`config.mk`:
```
export PLATFORM = sky130hd
export DESIGN_NAME = rps_ram
export DESIGN_NICKNAME = d
export VERILOG_FILES = /design/src/rtl/rps_ram.sv
export SDC_FILE = /design/constraint.sdc
export NUM_CORES = 2
export LEC_CHECK = 0
export BUFFER_PORTS_ARGS = -buffer_cell sky130_fd_sc_hd__buf_2
export CELL_PAD_IN_SITES_DETAIL_PLACEMENT = 1
export CELL_PAD_IN_SITES_GLOBAL_PLACEMENT = 1
export CORE_AREA = 4 4 479 481
export DETAILED_ROUTE_END_ITERATION = 16
export DIE_AREA = 0 0 483 485
export GPL_TIMING_DRIVEN = 0
export PLACE_DENSITY_LB_ADDON = 0.12
export SYNTH_ARGS = -nofsm -noshare
export SYNTH_HDL_FRONTEND = slang
export SYNTH_SLANG_ARGS = --single-unit
```
`constraint.sdc`:
```
create_clock -name clk_i -period 4.5 [get_ports clk_i]
set_input_delay 0.225 -clock clk_i [delete_from_list [all_inputs] [get_ports clk_i]]
set_output_delay 0.225 -clock clk_i [all_outputs]
set_load 0.005 [all_outputs]
```
`src/rtl/rps_ram.sv`:
```
module rps_ram #(
  parameter int Width = 32,
  parameter int Depth = 64
) (
  input  logic                     clk_i,
  input  logic                     we_i,
  input  logic [$clog2(Depth)-1:0] waddr_i,
  input  logic [Width-1:0]         wdata_i,
  input  logic [$clog2(Depth)-1:0] raddr_i,
  output logic [Width-1:0]         rdata_o
);

  logic [Width-1:0] mem_q [Depth];
  logic [Width-1:0] rdata_q;

  // One write port and one registered read port.
  always_ff @(posedge clk_i) begin
    if (we_i) begin
      mem_q[waddr_i] <= wdata_i;
    end
    rdata_q <= mem_q[raddr_i];
  end

  assign rdata_o = rdata_q;

endmodule

```
* Word level (Yosys, flattened, before mapping)
Memory sizes are Yosys's and may differ from the RTL's. A register that Yosys moved wholly into a read port is not among the register bits.
Index checks and enable logic that the tools add are counted.
Widths: inputs -> output; s select.
** Operators by class
- Muxes and demuxes :: 2
** Operator list (count)
- $mux 1 :: 2
** Word-level totals
- Logic and storage cells :: 3
- Flip-flop bits (word level) :: 0
- Input port bits :: 46
- RAM bits :: 2048
- Output and inout port bits :: 32
- Memories :: 1
** Memories
- mem_q :: depth 64, bits a word 32, read ports 1, clocked after Yosys merged registers in 1, write ports 1, line 13 : logic [Width-1:0] mem_q [Depth];

* Logic depth before layout (Yosys ltp)
- Depth after elaboration :: 2
- Depth in mapped cells :: 10
- Gate-level depth less buffers :: 5

* Worst setup path before layout
Ideal clock, no wire load.
- Kind :: input to register
- Start :: input port waddr_i[3]
- End :: memory mem_q[48][0], enable pin
- Setup time :: 0.461 ns
- Stages :: 4
- Data required time :: 4.039 ns
- Buffers on the path :: 1
- Arrival time :: 2.924 ns
- Slack :: 1.115 ns
- Cells stage by stage :: clkbuf_1 > nor2b_1 > nand4b_1 > nor3_1
** RTL lines
- start, declared :: line 7 : input logic [$clog2(Depth)-1:0] waddr_i,
- end, declared :: line 13
No word-level cell before the write port.

==> flow_summary.ini <==
[floorplan]
initial_core_util = 0.3495
die_y_microns = 485
rows = 174
core_area_sq_um = 224700
io_pins = 78
dieArea_sq_um = 234300
die_x_microns = 483

[pwr]
pwr_density_cell_nw_per_um2 = 449.6
switching_share = 0.2260
seqPwrFrac = 0.519
p_int_mw = 32.06
power.total_mw = 41.42
p_clk_frac = 0.423
p_leak_nw = 28.39
p_switching_mw = 9.361
peakVddDrop_mv = 0.3215
p_comb_frac = 0.058

[global_routing]
grt_overflow_total = 0
grtUsageTotal = 0.2280
grt_pass1_wl_microns = 361600
grt_pass1_vias = 39133
grt_max_degree = 65
antenna_found_initial = 23

[worst_setup_path]
critPathMaxFanout = 10
cp-start-kind = input port
crit_top_cell = buf_2
cp-end-kind = register
critPathRequiredTime_ns = 5.17
worst_path_max_delay_cell = buf_1
cp.arrival_ns = 5.06
slowest_delay_ns = 1.06
criticalPathCategory = input port to register
path_cells = buf_2 -> buf_2 -> buf_2 -> buf_1 -> nand3b_1 -> o221ai_1 -> a21oi_1 -> a21oi_1 -> nor2_1

[timing]
tightest_slew_ns = 1.499
final-hold-violation-count = 0
rsz0062_at_grt = no
finalSetupTns_ns = 0
skew_ns = 0.03229
finalMaxSlewViolations = 0
fin_ws_ns = 0.1096
setup_viol = 0
max_freq_ghz = 0.2278
slew_headroom = 0.0009197
post-route-min-period_ns = 4.390
hold_slack_ns = 0.01492
post-route-period-util = 0.9756

[clock_tree]
path_clk_slew_ns = 0.06
numCtsBuffers = 224
root_buffer = clkbuf_16
cts_resized = 0
clock_latency_ns = 0.86
clockBufferDepth = 3
cts_tree = built
numClockSinks = 2080
htreeDepth = 4

[final_layout]
seq_area_sq_um = 62140
utilization = 0.4100
multiInputGateArea_sq_um = 15970
area_growth_syn_to_layout_pct = 17.33
final_cell_mix = edfxtp_1 (2,048), mux4_2 (544), clkbuf_16 (229)
nets = 3778
fill_cells = 20798
fin_cells = 6908
drive_gt1_frac = 0.2984
final_area_sq_um = 92120
mostFrequentLayoutCell = edfxtp_1

[synthesis]
yosys_warnings = 0
synth_cells = 3324
syn_area_sq_um = 78520
seq_area_frac_synth = 0.7914
syn_nets = 3370
ys_ff_latch = 2080
avgSynthCellArea_sq_um = 23.62
netlist-cell-type-count = 34

[placed_design]
hpwl_microns = 175900
dpl.cell_count = 6484
port-buffer-count = 69
place_ws_ns = -0.6600
globalplace.congestion = 0.7988
place_area_sq_um = 85090

[route]
postRouteAntennaNets = 0
drc = 0
drt_wl_total_microns = 270200
firstDrtPassIters = 5
viasPerCell = 5.557
drtIter0Drc = 4540
wl_per_cell_microns = 39.12
via_count = 38391

[outcome]
status = finished, violations left
failed_checks = capacitance limit

[min_path]
min_path_type = input port to register

[run]
max_cap_viol_count = 2
==> flip-flops by register name, summed over array words and instances, names as in the netlist <==
| name | count |
|---|---|
| mem_q | 2048 |
| rdata_o | 32 |
==> cell type report <==
| cell class | instances | area share |
|---|---|---|
| flip-flops and latches | 2080 | 0.6745 |
| plain buffers | 182 | 0.009725 |
| multi-input cells | 1062 | 0.1733 |
| clock buffers | 283 | 0.06484 |
| diodes | 5 | 0.0001358 |
| clock inverters | 122 | 0.009589 |
| repair buffers | 182 | 0.02723 |
| well taps | 2992 | 0.04064 |
==> cells by family after synthesis <==
logic type | after synthesis | synth area share
AOI/OAI and AO/OA | 202 | 0.01673
buffers and inverters | 182 | 0.01128
and+or+nand+nor | 223 | 0.01265
DFF | 2080 | 0.7914
muxes | 637 | 0.1679
==> routing by layer <==
| layer | vias to the layer above | GRT usage | share of wire |
|---|---|---|---|
| met2 | 1486 | 0.3688 | 0.48 |
| met4 | 0 | 0.06540 | 0.032 |
| met1 | 21431 | 0.3175 | 0.42 |
| li1 | 15137 | - | - |
| met5 | - | 0 | 0 |
| met3 | 337 | 0.04081 | 0.067 |
==> power groups by stage <==
| stage | clock network, mW | logic [mW] | registers, mW |
|---|---|---|---|
| final | 17.5 | 2.39 | 21.5 |
| after global routing | 18.7 | 2.48 | 21.5 |
| after CTS | 17.9 | 2.43 | 21.5 |
| after detailed placement | 0 | 2.42 | 21.9 |
| after global placement | 0 | 2.34 | 21.9 |
| after floorplan | 0 | 1.04 | 21.9 |
==> Yosys cell counts (all sizes together) <==
library cell / number / area share
a21oi: 62 / 0.0040
a22oi: 12 / 0.0011
a311oi: 8 / 0.00089
a31oi: 1 / 0.000080
a41o: 4 / 0.00051
and2: 2 / 0.00016
and3: 4 / 0.00032
buf: 108 / 0.0077
clkbuf: 74 / 0.0035
dfxtp: 32 / 0.0082
edfxtp: 2048 / 0.78
mux2i: 93 / 0.012
mux4: 544 / 0.16
nand2: 26 / 0.0012
nand2b: 8 / 0.00064
nand3: 5 / 0.00032
nand3b: 5 / 0.00048
nand4: 2 / 0.00016
nand4b: 1 / 0.00011
nor2: 137 / 0.0065
nor2b: 15 / 0.0012
nor3: 7 / 0.00045
o221ai: 27 / 0.0030
o22ai: 84 / 0.0067
o32ai: 4 / 0.00045
or2: 3 / 0.00024
or3: 3 / 0.00024
or3b: 5 / 0.00056
==> critical path, delay by kind of cell <==
| kind | cells | cell delay, ns |
|---|---|---|
| buffers and inverters | 4 | 2.34 |
| AND/OR/NAND/NOR | 2 | 0.91 |
| AO/OA/AOI/OAI | 3 | 1.57 |
==> timing repair <==
item / CTS / global route
hold buffers: 9 / 5
setup buffers: 0 / 0
endpoints found under the hold margin: 222 / 65
==> final timing paths <==
path	from	endpoint	slack [ns]	depth (start not counted)
setup / recovery	raddr_i[1]	rdata_o[15]$_DFF_P_	0.11	9
hold / removal	wdata_i[19]	mem_q[55][19]$_DFFE_PP_	0.01	1
setup reg to reg	mem_q[26][18]$_DFFE_PP_	rdata_o[18]$_DFF_P_	1.65	4
hold reg to reg	mem_q[12][8]$_DFFE_PP_	rdata_o[8]$_DFF_P_	1.02	4
(Power assumes the default switching activity.)
