==> src/rtl/rps_pkg.sv <==
package rps_pkg;

  // Sizes of the partitioner.
  localparam int MAX_RADIX_BITS = 6;
  localparam int COUNT_BITS     = 32;
  localparam int NUM_BUCKETS    = 1 << MAX_RADIX_BITS;
  localparam int POS_W          = 33;
  localparam int KEY_W          = 64;
  localparam int VALUE_W        = 64;
  localparam int RADIX_W        = 3;
  localparam int PAD_W          = 16;
  localparam int CFG_IDX_W      = 1;
  localparam int CFG_DATA_W     = 16;

  typedef logic [MAX_RADIX_BITS-1:0] bucket_t;
  typedef logic [COUNT_BITS-1:0]     count_t;
  typedef logic [POS_W-1:0]          pos_t;

  // Request codes of an input item.
  typedef enum logic [1:0] {
    REQ_COUNT    = 2'd0,
    REQ_FINALIZE = 2'd1,
    REQ_SCATTER  = 2'd2,
    REQ_NONE     = 2'd3
  } req_e;

  // Configuration register indexes.
  typedef enum logic [CFG_IDX_W-1:0] {
    CFG_RADIX_BITS     = 1'b0,
    CFG_PADDING_LENGTH = 1'b1
  } cfg_reg_e;

  // Control states of the top level.
  typedef enum logic {
    ST_IDLE,
    ST_FINALIZE
  } state_e;

  // Command to the count store: a write of one count or a clear of one bucket.
  typedef struct packed {
    logic    wr;
    logic    clr;
    bucket_t addr;
    count_t  data;
  } cnt_cmd_t;

  // Control of the offset generator.
  typedef struct packed {
    logic load;
    logic step;
  } ofs_ctl_t;

  // Mask of the active partition bits; a radix above the maximum acts as the maximum.
  function automatic bucket_t bucket_mask(input logic [RADIX_W-1:0] radix);
    bucket_t m;
    begin
      m = '0;
      for (int b = 0; b < MAX_RADIX_BITS; b++) begin
        m[b] = (b < int'(radix));
      end
      return m;
    end
  endfunction

endpackage

==> src/rtl/rps_offset_gen.sv <==
module rps_offset_gen (
  input  logic                     clk_i,
  input  rps_pkg::ofs_ctl_t        ctl_i,
  input  logic [rps_pkg::PAD_W-1:0] pad_i,
  input  rps_pkg::count_t          count_i,
  output rps_pkg::pos_t            offset_o
);
  import rps_pkg::*;

  // Running prefix sum of counts and running (bucket+1) times padding.
  pos_t sum_q;
  pos_t pad_acc_q;

  always_ff @(posedge clk_i) begin
    if (ctl_i.load) begin
      sum_q     <= '0;
      pad_acc_q <= POS_W'(pad_i);
    end else if (ctl_i.step) begin
      sum_q     <= sum_q + POS_W'(count_i);
      pad_acc_q <= pad_acc_q + POS_W'(pad_i);
    end
  end

  assign offset_o = sum_q + pad_acc_q;

endmodule

==> config.mk <==
export PLATFORM = sky130hd
export DESIGN_NAME = rps_offset_gen
export DESIGN_NICKNAME = d
export VERILOG_FILES = /design/src/rtl/rps_pkg.sv /design/src/rtl/rps_offset_gen.sv
export SDC_FILE = /design/constraint.sdc
export NUM_CORES = 1
export LEC_CHECK = 0
export ABC_AREA = 1
export BUFFER_PORTS_ARGS = -buffer_cell sky130_fd_sc_hd__clkbuf_2
export CAP_MARGIN = 20
export CORE_UTILIZATION = 40
export CTS_CLUSTER_DIAMETER = 100
export DETAILED_ROUTE_END_ITERATION = 6
export SLEW_MARGIN = 25
export SYNTH_ARGS = -nofsm -noshare
export SYNTH_HDL_FRONTEND = slang
export SYNTH_SLANG_ARGS = --single-unit
==> constraint.sdc <==
create_clock -name clk_i -period 2.5 [get_ports clk_i]
set_clock_uncertainty 0.15 [all_clocks]
set_input_delay 0.125 -clock clk_i [delete_from_list [all_inputs] [get_ports clk_i]]
set_output_delay 0.125 -clock clk_i [all_outputs]
set_load 0.03 [all_outputs]
Word level (Yosys, flattened, before mapping) --
Cells that the tools add are included.
Word-level totals: flip-flop bits (word level) 66, logic and storage cells 9
Operators by class: $add $sub $neg 3, reduce and logical (&&, ||, !) cells 1, mux-type cells 2
Operator list (count):
- 33-bit by 16-bit adder with 33-bit output | 1
- 33-bit by 32-bit adder with 33-bit output | 1
- 33-bit adder | 1
- 16-bit two-way mux | 2
- 2-bit nonzero test | 1

Logic depth before layout (Yosys ltp) --
depth in word-level cells 3, gate-level depth with buffers 14

Worst setup path after synthesis --
OpenSTA, ideal clock, no wires.
path type register to output, from register pad_acc_q[0], to output port offset_o[12], setup slack 276 ps, data arrival time 1949 ps, cell stages (with the launch flop) 10, path buffers 0, cell sequence edfxtp_1 > ha_1 > fa_1 > inv_1 > o31ai_2 > nand2_2 > nand2_2 > nand2_1 > nand2_2 > xor2_1
Between the ends: cells in the longest elaborated chain, start to end 1
RTL lines:
- from (decl) | RTL line rps_offset_gen.sv:12 | pos_t pad_acc_q;
- from (signal assigned) | RTL line rps_offset_gen.sv:17 | pad_acc_q <= POS_W'(pad_i);
- from (signal assigned) | RTL line rps_offset_gen.sv:20 | pad_acc_q <= pad_acc_q + POS_W'(pad_i);
- 33-bit adder | RTL line rps_offset_gen.sv:24 | assign offset_o = sum_q + pad_acc_q;
- to (decl) | RTL line rps_offset_gen.sv:6 | output rps_pkg::pos_t offset_o
Every way passes these cells.

Worst setup path after layout --
from register pad_acc_q[3], to output port offset_o[18]
The elaborated chain is that of the path after synthesis.

==> flow_summary.toml <==
[critical_path]
crit_fanout = 4
cp-end-kind = "output pin"
cp.arrival_ns = 2.35
start_kind = "flop"
crit_type = "flop to output pin"
critPathRequiredTime_ns = 2.23
reg2reg_from = "pad_acc_q[0]"
ff2ff_path_depth = 13
reg2reg_to = "pad_acc_q[14]"
rrSetupSlack_ns = -0.08

[power_and_ir_drop]
vdd_ir_drop_max_v = 0.000403
p_sw_uw = 3210
sw_frac_of_total_pct = 46.2
p_seq_share_pct = 20.1
leakagePower_uw = 0.00614
power.internal_uw = 3730
clkPwrFrac_pct = 17.9
power.density_nw_per_um2 = 594
combinationalPowerShare_pct = 62.0

[logic_synthesis]
synth_top_cells_by_area = "nand2_1, dfxtp_1, ha_1, inv_1, nor2_1"
netlist_instances = 1447
postSynth.asyncResetShare_pct = 0
synth_edf_count = 16
ys_seq_area_share_pct = 18.1
synth-seq-cells = 66
synth_nets = 1581
netlist_area_um2 = 8190
synth_top_cell_by_area = "nand2_1"
synth-main-ff-cell = "dfxtp_1"
syn_area_per_cell_um2 = 5.66
synth_warnings = 0
yosysUniqueCellTypes = 44
synth_top_area_share_pct = 23.3

[cells_and_area]
areaGrowthSynthToFinish_pct = 42.5
drive_gt1_share_pct = 27.3
fillers = 1927
antenna_cells = 0
multi_input_area_um2 = 7080
fin_util_pct = 59.0
seq_area_um2 = 1500
fin_nets = 1782

[global_route]
antenna_found_initial = 0
track_usage_pct = 27.0
grt_max_degree = 44
grt_pass1_wl_um = 45400
grt_pass1_vias = 8658
grt-ovfl-total = 0

[route]
vias = 9688
vias_per_cell = 5.05
drc = 0
final_antenna_net_count = 0
routedWlPerCell_um = 15.5
totalWireLength_um = 29700
firstDrtPassIters = 6
drt_iter0_markers = 608

[placement]
portBuffers = 83
post-dp-hpwl_um = 22500
place_congestion = 0.972

[job]
drv_cap = 0

[worst_hold_path]
holdCritPathClass = "primary input to flop"
hold_start = "count_i[1]"
hold_path_depth = 3
hold_path_end = "sum_q[1]"

[clock_tree]
path_clk_slew_ns = 0.06
cts_buffer_depth = 2
cts_buffers = 9
cts_max_level = 3
cts_num_sinks = 66
clockRootBuffer = "clkbuf_16"
cts_tree = "done"
clk_latency_ns = 0.34

[floorplanning]
num_rows = 51
initial_core_util_pct = 41.4
die_h_um = 145
ioPinCount = 84
die_w_um = 145
core_um2 = 19800
design.die.area_um2 = 21100

[timing]
grt_setup_unrepaired = "true"
period_needed_ns = 2.62
slew_violations = 0
hold_slack_ns = 0.0568
min_period_over_period_pct = 105
max_freq_mhz = 381
slew_headroom_pct = 53.8
finalHoldViolCount = 0
worst_slew_pin_slew_ns = 0.690
setup_slack_ns = -0.122
setup_viol = 22

[status]
violations = "negative setup slack"
outcome = "finished, violations left"
==> sequential cells by signal, summed over array words and instances, names as in the netlist <==
name	count
sum_q	33
pad_acc_q	33
==> worst max path at each step <==
stage	from	slack (ns)	end
6_report	pad_acc_q[3]	-0.12	offset_o[18]
5_1_grt	pad_acc_q[3]	-0.21	offset_o[18]
4_1_cts	pad_acc_q[15]	-0.09	offset_o[28]
3_5_place_dp	sum_q[0]	-0.15	offset_o[12]
3_3_place_gp	sum_q[0]	-0.19	offset_o[12]
2_1_floorplan	pad_acc_q[0]	0.28	offset_o[12]
==> cell families (layout without fill, tap and decap cells) <==
family | Yosys count | in the layout | synth area share (%)
adder cells (fa/ha/maj) | 83 | 83 | 13.0
AND/OR/NAND/NOR | 846 | 846 | 42.4
buffers and inverters | 246 | 452 | 11.4
AO/OA/AOI/OAI | 173 | 173 | 11.7
XOR/XNOR | 33 | 33 | 3.53
flip-flops | 66 | 66 | 18.1
==> metrics by stage <==
stage               TNS, ns  area, um2  setup WS [ns]  cells  power [uW]
CTS                  -0.987      10800        -0.0942   1896        6300
detailed placement   -0.576       9290         -0.151   1836        4400
global placement     -0.796       9290         -0.186   1836        4400
finish                -1.40      11700         -0.122   1918        6940
global route          -3.54      11700         -0.207   1918        7340
floorplan                 0       8190          0.276   1447        3410
==> layout by cell type (no fill, tap or decap), types with 16 or more instances in the layout <==
master         count
nand2_2           50
clkbuf_2          57
a21oi_2           19
dlygate4sd3_1     17
nand2_1          446
nand3_1           79
nor2_1           146
buf_4             98
edfxtp_1          16
nand2_4           21
ha_1              51
inv_1            220
ha_4              23
nand3_2           20
a21oi_1           65
dfxtp_1           39
o21ai_0           29
==> power groups by stage <==
| stage | combinational, uW | sequential [uW] | clock (uW) |
|---|---|---|---|
| 6_report | 4300 | 1390 | 1240 |
| 5_1_grt | 4640 | 1400 | 1300 |
| 4_1_cts | 3650 | 1390 | 1260 |
| 3_5_place_dp | 3020 | 1380 | 0 |
| 3_3_place_gp | 3020 | 1380 | 0 |
| 2_1_floorplan | 2090 | 1320 | 0 |
==> synthesized netlist by cell type (2+ instances only) <==
cell type and count:
inv_1 228, and2_1 3, fa_1 3, o211ai_1 2
o21a_1 6, a21o_1 2, or2_2 9, o21bai_1 4
xnor2_1 11, nor2_1 169, edfxtp_1 16, nand4_1 12
a22o_1 2, a21oi_1 93, nand3b_1 7, a31oi_1 2
buf_1 5, a32o_1 5, xor2_1 22, nand2_2 9
nand3_2 2, nor3_1 20, nand3_1 99, dfxtp_1 50
clkbuf_1 6, buf_4 2, o21ai_0 50, nor2_2 2
ha_1 80, inv_2 2, nor4_1 2, nand2_1 509
buf_2 2
==> worst max-delay path, cell delays in order (launching register included) <==
cell and delay (ns):
edfxtp_1 0.45, ha_4 0.28, buf_4 0.15, a21oi_4 0.19, o21ai_2 0.09, nand2_1 0.09, nand3_2 0.14, nand2_1 0.10
nand3_1 0.11, xor2_2 0.23, buf_6 0.17
==> layer usage <==
| layer | share of wire [%] | wire (um) | GRT usage (%) | up-vias |
|---|---|---|---|---|
| met5 | 0 | 0 | 0 | - |
| met4 | 2.3 | 671 | 5.95 | 0 |
| met3 | 5.3 | 1580 | 2.77 | 44 |
| met2 | 45 | 13400 | 43.3 | 308 |
| met1 | 47 | 14100 | 38.8 | 4331 |
| li1 | - | - | - | 5005 |
==> final cells by class <==
type / count / share of cell area (%)
flip-flops and latches: 66 / 12.8
repair buffers: 205 / 13.9
multi-input cells: 1135 / 60.6
clock inverters: 4 / 0.204
inverters: 231 / 7.45
well taps: 265 / 2.84
clock buffers: 12 / 2.21
==> timing repair <==
item / 4_1_cts / 5_1_grt
setup buffers: 27 / 22
pin swaps: 40 / 78
hold endpoints to repair: 17 / 0
endpoints found under the setup margin: 28 / 53
hold buffers: 17 / 0
gates resized for setup: 189 / 199
No activity file was read; power rests on OpenSTA's default activity.
