`config.mk`:
```
export PLATFORM = sky130hd
export DESIGN_NAME = rps_count_store
export DESIGN_NICKNAME = d
export VERILOG_FILES = /design/src/rtl/rps_pkg.sv /design/src/rtl/rps_ram.sv /design/src/rtl/rps_count_store.sv
export SDC_FILE = /design/constraint.sdc
export NUM_CORES = 2
export LEC_CHECK = 0
export BUFFER_PORTS_ARGS = -buffer_cell sky130_fd_sc_hd__buf_2
export CORE_MARGIN = 4
export CORE_UTILIZATION = 50
export DETAILED_ROUTE_END_ITERATION = 16
export HOLD_SLACK_MARGIN = 0.15
export MAX_ROUTING_LAYER = met4
export PLACE_DENSITY = 0.68
export REMOVE_ABC_BUFFERS = 1
export SYNTH_ARGS = -nofsm -noshare
export SYNTH_HDL_FRONTEND = slang
export SYNTH_SLANG_ARGS = --single-unit
```
`constraint.sdc`:
```
create_clock -name clk_i -period 1.88 [get_ports clk_i]
set_input_delay 0 -clock clk_i [delete_from_list [all_inputs] [get_ports clk_i]]
set_output_delay 0 -clock clk_i [all_outputs]
set_load 0.03 [all_outputs]
```
`src/rtl/rps_pkg.sv`:
```
package rps_pkg;

  // Sizes of the partitioner.
  localparam int MAX_RADIX_BITS = 6;
  localparam int COUNT_BITS     = 32;
  localparam int NUM_BUCKETS    = 1 << MAX_RADIX_BITS;
  localparam int POS_W          = 33;
  localparam int KEY_W          = 64;
  localparam int VALUE_W        = 64;
  localparam int RADIX_W        = 3;
  localparam int PAD_W          = 16;
  localparam int CFG_IDX_W      = 1;
  localparam int CFG_DATA_W     = 16;

  typedef logic [MAX_RADIX_BITS-1:0] bucket_t;
  typedef logic [COUNT_BITS-1:0]     count_t;
  typedef logic [POS_W-1:0]          pos_t;

  // Request codes of an input item.
  typedef enum logic [1:0] {
    REQ_COUNT    = 2'd0,
    REQ_FINALIZE = 2'd1,
    REQ_SCATTER  = 2'd2,
    REQ_NONE     = 2'd3
  } req_e;

  // Configuration register indexes.
  typedef enum logic [CFG_IDX_W-1:0] {
    CFG_RADIX_BITS     = 1'b0,
    CFG_PADDING_LENGTH = 1'b1
  } cfg_reg_e;

  // Control states of the top level.
  typedef enum logic {
    ST_IDLE,
    ST_FINALIZE
  } state_e;

  // Command to the count store: a write of one count or a clear of one bucket.
  typedef struct packed {
    logic    wr;
    logic    clr;
    bucket_t addr;
    count_t  data;
  } cnt_cmd_t;

  // Control of the offset generator.
  typedef struct packed {
    logic load;
    logic step;
  } ofs_ctl_t;

  // Mask of the active partition bits; a radix above the maximum acts as the maximum.
  function automatic bucket_t bucket_mask(input logic [RADIX_W-1:0] radix);
    bucket_t m;
    begin
      m = '0;
      for (int b = 0; b < MAX_RADIX_BITS; b++) begin
        m[b] = (b < int'(radix));
      end
      return m;
    end
  endfunction

endpackage

```
`src/rtl/rps_ram.sv`:
```
module rps_ram #(
  parameter int Width = 32,
  parameter int Depth = 64
) (
  input  logic                     clk_i,
  input  logic                     we_i,
  input  logic [$clog2(Depth)-1:0] waddr_i,
  input  logic [Width-1:0]         wdata_i,
  input  logic [$clog2(Depth)-1:0] raddr_i,
  output logic [Width-1:0]         rdata_o
);

  logic [Width-1:0] mem_q [Depth];
  logic [Width-1:0] rdata_q;

  // One write port and one registered read port.
  always_ff @(posedge clk_i) begin
    if (we_i) begin
      mem_q[waddr_i] <= wdata_i;
    end
    rdata_q <= mem_q[raddr_i];
  end

  assign rdata_o = rdata_q;

endmodule

```
`src/rtl/rps_count_store.sv`:
```
module rps_count_store (
  input  logic              clk_i,
  input  logic              rst_ni,
  input  rps_pkg::bucket_t  rd_addr_i,
  input  rps_pkg::cnt_cmd_t cmd_i,
  output rps_pkg::count_t   count_o
);
  import rps_pkg::*;

  logic [NUM_BUCKETS-1:0] vld_q, vld_d;
  bucket_t raddr_q;
  logic    fwd_vld_q;
  bucket_t fwd_addr_q;
  count_t  fwd_data_q;
  count_t  ram_rdata;

  rps_ram #(
    .Width(COUNT_BITS),
    .Depth(NUM_BUCKETS)
  ) u_ram (
    .clk_i  (clk_i),
    .we_i   (cmd_i.wr),
    .waddr_i(cmd_i.addr),
    .wdata_i(cmd_i.data),
    .raddr_i(rd_addr_i),
    .rdata_o(ram_rdata)
  );

  // A bucket that was never written since reset or its last clear reads as zero.
  always_comb begin
    vld_d = vld_q;
    if (cmd_i.wr) begin
      vld_d[cmd_i.addr] = 1'b1;
    end
    if (cmd_i.clr) begin
      vld_d[cmd_i.addr] = 1'b0;
    end
  end

  always_ff @(posedge clk_i or negedge rst_ni) begin
    if (!rst_ni) begin
      vld_q     <= '0;
      fwd_vld_q <= 1'b0;
    end else begin
      vld_q     <= vld_d;
      fwd_vld_q <= cmd_i.wr;
    end
  end

  // Read address and the latest write, kept to bypass a read that raced a write.
  always_ff @(posedge clk_i) begin
    raddr_q <= rd_addr_i;
    if (cmd_i.wr) begin
      fwd_addr_q <= cmd_i.addr;
      fwd_data_q <= cmd_i.data;
    end
  end

  always_comb begin
    if (!vld_q[raddr_q]) begin
      count_o = '0;
    end else if (fwd_vld_q && (fwd_addr_q == raddr_q)) begin
      count_o = fwd_data_q;
    end else begin
      count_o = ram_rdata;
    end
  end

  a_no_wr_and_clr: assert property (@(posedge clk_i) disable iff (!rst_ni)
    !(cmd_i.wr && cmd_i.clr))
    else $error("count store got a write and a clear together");

endmodule

```
# [Word level (Yosys, flattened, before mapping)]
# Memories as Yosys holds them, arrays and structs flattened. A register that Yosys moved wholly into a read port is not among the register bits.
# Index checks and enable logic that the tools add are counted.
[totals] n_memories=1 wordCells=25 mem_bits_rw=2048 inputBits=48 out_inout_bits=32 ff_bits=109
[memory_table] memory="u_ram.mem_q" words=64 width=32 rd=1 rd_clocked_by_memory_dff=1 wr=1 line_no="rps_ram.sv:13" rtl="logic [Width-1:0] mem_q [Depth];"
[classes] n_bitwise=3 n_mux=10 order_cmp=3 n_eq_ne=1 n_reduce_logical=2
[op_table] op="$mux W64" count=2
[op_table] op="$and A64 B64 Y64" count=1
[op_table] op="$mux W32" count=2
[op_table] op="$not A64 Y64" count=1
[op_table] op="$or A64 B64 Y64" count=1
[op_table] op="$lt A6 B7 Y1 const B" count=2
[op_table] op="$bmux W1 S6" count=1
[op_table] op="$demux W1 S6" count=1
[op_table] op="$eq A6 B6 Y1" count=1
[op_table] op="$ge A6 B1 Y1 const B" count=1
[op_table] op="$mux W1" count=4
[op_table] op="$logic_and A1 B1 Y1" count=2

# [Depth between registers and ports, before layout]
[logic_depth] depth_word=8 depth_mapped=10

# [Hierarchy]
# Synthesis repeated with hierarchy kept, for this count alone.
[hier_totals] cells_unflattened=3727 hier_area_um2=83466.3
[by_module_without_submodules] module="rps_ram" instances=1 area_each_um2=78515.3 cells_per_inst=3324
[by_module_without_submodules] module="rps_count_store" instances=1 area_each_um2=4951.0 cells_per_inst=403

# [Least setup slack after synthesis]
# OpenSTA, ideal clock, no wires.
[synth_path] kind="input -> register" startpoint="input cmd_i[33] (netlist name)" endpoint="memory u_ram.mem_q[42][0] (enable)" path_stages=4 t_required_ps=1457 slack_ps=-820 arrival_ps=2277 path_cell_list="clkbuf_1 > or3b_2 > clkbuf_1 > nor2_1"
[synth_rtl] element="start: declaration" line_no="rps_count_store.sv:5" rtl="input rps_pkg::cnt_cmd_t cmd_i,"
[synth_rtl] element="end: declaration" line_no="rps_ram.sv:13"
# No word-level cell before the write port.

# [Worst setup path after layout]
[layout_path] startpoint="register raddr_q[0]" endpoint="output count_o[3]"
[layout_between] elab_chain_len=4
[layout_lines] element="start: declaration" line_no="rps_count_store.sv:11" rtl="bucket_t raddr_q;"
[layout_lines] element="start signal: assignment" line_no="rps_count_store.sv:52" rtl="raddr_q <= rd_addr_i;"
[layout_lines] element="branches (longest 3 deep; another with $bmux W1 S6)"
[layout_lines] element="$mux W32 *" line_no="rps_count_store.sv:60" rtl="if (!vld_q[raddr_q]) begin"
[layout_lines] element="end: declaration" line_no="rps_count_store.sv:6" rtl="output rps_pkg::count_t count_o"
# Every way passes the cells marked *. The select of a mux whose other input is x is not followed.

==> flow_summary_export.csv <==
group,metric,value,unit
synth,synth_top_area_share,0.753,
worst_setup_path,crit_type,"reg2out",
sta,setup_viol,53,
sta,finalHoldViolCount,0,
worst_hold_path,min-delay-path-class,"in2reg",
power_and_ir_drop,ir_drop,0.978,mV
sta,tns,-39.57,ns
routing,top_layer_used,"met4",
cells_and_area,layout-drive-gt1-share,0.376,
synth,yosys.area.top_type,"edfxtp_1",
grt,antenna_found_initial,20,
synth,ys_seq_area_frac,0.782,
floorplan,initial_core_util,0.503,
synth,synth_xor_area_frac,0.000632,
status,status,"finished, violations left",
grt,grt_max_degree,66,
cells_and_area,area_growth,22.1,%
routing,vias,44062,
synth,syn_avg_cell_area,22.1,µm²
worst_setup_path,cp_slowest_cell,"mux4_2",
routing,wirelength_met1,87.0,mm
synth,synthAdderAreaFrac,0,
sta,fin_hold_ws,0.182,ns
placed_design,place_inst,6403,
synth,synthFlopType,"edfxtp_1",
synth,ys_warn_count,0,
synth,ys_types,50,
sta,slew_headroom,0.235,
floorplan,rows,149,
sta,rsz0062_at_grt,"true",
power_and_ir_drop,power_density,1010,nW/µm²
grt,track_usage,0.282,
cells_and_area,nNetsFinal,4527,
floorplan,ioPinCount,80,
placed_design,dp_hpwl,144,mm
synth,async_flop_share,0.0297,
synth,synth_area_leaders,"edfxtp_1 (75%), mux4_2 (14%), dfrtp_1 (2.0%), a22oi_1 (1.7%), dfxtp_1 (0.91%)",
cts,cts.sinks,2189,
worst_setup_path,critPathMaxStageDelay,0.50,ns
synth,synth_compound_gate_area_share,0.0383,
worst_setup_path,critical_path.startpoint_type,"flop",
worst_setup_path,worst_setup_path_end_kind,"output pin",
routing,vias_per_cell,6.42,
routing,route.met2.wl,113,mm
grt,grt_pass1_vias,44216,
routing,drc,0,
routing,wl,235,mm
run,cap_violations,0,
placed_design,io_buffers,79,
cts,clk_latency,0.88,ns
placed_design,gp_congestion,0.910,
worst_setup_path,arrival,3.12,ns
sta,fmax,0.321,GHz
synth,netlist_instances,3758,
floorplan,die_h,416,µm
floorplan,core,165000,µm²
synth,synthSimpleGateAreaFrac,0.0209,
routing,ant_nets,0,
cts,root_buffer,"clkbuf_16",
worst_setup_path,critical_path.top_delay_family,"buffers and inverters",
routing,drtIter0Drc,5978,
worst_setup_path,required,1.88,ns
cts,cts_tree,"built",
sta,fin_crit_sh,1.66,
cts,clk_pin_slew,0.06,ns
sta,tightest_slew,1.15,ns
cells_and_area,instances_no_fill,6858,
worst_setup_path,worstPathMaxFanout,16,
sta,min_period,3.12,ns
power_and_ir_drop,power.leakage,32.7,nW
routing,wl_per_cell,34.3,µm
cts,cts_buffers,209,
status,violations,"setup timing",
synth,synth_top_family_by_area,"multiplexers",
worst_setup_path,cp_num_buf_inv,4,
cts,cts-htree-levels,4,
synth,syn_area,83100,µm²
worst_setup_path,crit_chain,"buf_12, mux4_2, a22o_1, nor4_4, buf_12, nor3_1, buf_4, buf_4",
floorplan,die_width,416,µm
floorplan,die_area,173000,µm²
synth,synth_edf_count,2086,
synth,muxShareOfSynthArea,0.145,
grt,grt_pass1_wl,333,mm
sta,slew_violations,0,
sta,finClkSkew,0.0727,ns
grt,grt_overflow,0,
routing,met3_length,24.2,mm
sta,finalWorstSetupSlack,-1.24,ns
cts,clk_path_buf_depth,3,
synth,synth_seq_cells,2189,
routing,firstDrtPassIters,7,
-- per-stage QoR --
step	area, µm²	worst slack (ns)	power (mW)	util
after floorplan	82100	-2.71	58.0	-
after global routing	101000	-1.36	106	0.614
after CTS	101000	-1.30	103	0.612
after global placement	93000	-1.18	62.4	0.563
final	102000	-1.24	103	0.615
after detailed placement	93000	-1.14	62.6	0.563
-- synth_stat cells, types with 3 or more instances --
master        n
nand2_1      49
buf_2        79
or2_2         9
nor3b_1       4
o22a_1       32
mux2_2       28
mux4_2      502
buf_6         6
a221oi_1     12
nand2b_1      8
dfrtp_1      65
mux2i_1      42
nand3b_1      4
o22ai_1      14
a2111oi_2     5
nand4_1       3
xnor2_1       3
or3b_2        3
edfxtp_1   2086
dfxtp_1      38
a311oi_1     12
nor4_1        6
clkbuf_1     86
a2bb2oi_1     8
a22o_1       26
o41ai_1      12
nor3_1       49
xor2_1        3
or4_1        13
buf_1        11
buf_4        36
nor2b_1      61
a211oi_1     37
a21oi_1      77
nand3_1       5
a22oi_1     191
nor2_1      114
and3b_1       3
-- registers in the layout, summed over array words and instances, names as in the netlist --
name and cells:
fwd_vld_q 1, raddr_q 6, u_ram.mem_q 2048, fwd_addr_q 6, u_ram.rdata_o 32, fwd_data_q 32, vld_q 64
-- power breakdown --
part	internal, mW	switching (mW)	leakage, nW
clock network	22.6	18.2	3.24
logic	3.27	4.38	9.47
registers	54.1	0.379	19.9
total	80.0	23.0	32.7
-- placed cells by master (no fill, tap or decap), types with 13 or more instances in the layout --
cell type,count
edfxtp_1,2086
mux4_2,502
buf_4,384
buf_12,222
clkbuf_16,209
a22oi_1,102
a22oi_2,89
nor2_4,67
dfrtp_1,65
clkbuf_1,61
dlygate4sd3_1,61
nor2b_1,56
a21oi_1,48
nor2_1,48
nor3_1,45
buf_2,44
clkinv_2,40
clkinv_1,39
mux2i_1,38
a211oi_1,37
dfxtp_1,37
o22a_1,32
nand2_1,31
mux2_2,27
a22o_1,26
a21oi_4,19
diode_2,14
o22ai_1,13
-- final timing paths --
path | from | end | slack, ns | cells after the start
setup / recovery | raddr_q[0]$_DFF_P_ | count_o[3] | -1.24 | 8
hold / removal | cmd_i[27] | u_ram.mem_q[41][27]$_DFFE_PP_ | 0.18 | 2
min in group asynchronous | rst_ni | vld_q[43]$_DFF_PN0_ | 0.24 | 4
setup reg to reg | u_ram.mem_q[60][29]$_DFFE_PP_ | u_ram.rdata_o[29]$_DFF_P_ | -0.33 | 6
max in group asynchronous | rst_ni | vld_q[54]$_DFF_PN0_ | 1.26 | 4
hold reg to reg | vld_q[38]$_DFF_PN0_ | vld_q[38]$_DFF_PN0_ | 0.49 | 1
-- cell type report --
cell class | instances | area (µm²)
Sequential cell | 2189 | 65000
Fill cell | 11119 | 63700
Multi-Input combinational cell | 1350 | 18700
Timing Repair Buffer | 728 | 8360
Clock buffer | 276 | 5540
Tap cell | 2189 | 2740
Clock inverter | 111 | 1110
Antenna cell | 14 | 35.0
Inverter | 1 | 3.75
-- logic make-up (layout without fill, tap and decap cells) --
group                  after synthesis  in the layout
buffers and inverters              219           1116
AO/OA/AOI/OAI                      430            430
XOR/XNOR                             6              6
AND/OR/NAND/NOR                    342            342
other                                0             14
multiplexers                       572            572
flip-flops                        2189           2189
-- routing by layer --
layer | global-route usage | vias to the layer above
met5 | - | -
met1 | 0.373 | 23396
met2 | 0.428 | 2743
met4 | 0.126 | 0
met3 | 0.0587 | 454
li1 | - | 17469
-- timing repair --
| item | CTS | global route |
|---|---|---|
| hold endpoints to repair | 4111 | 2 |
| setup buffers | 3 | 0 |
| hold buffers | 63 | 2 |
| gates resized for setup | 185 | 77 |
| endpoints found under the setup margin | 63 | 63 |
| pin swaps | 77 | 57 |
(Power assumes the default switching activity.)
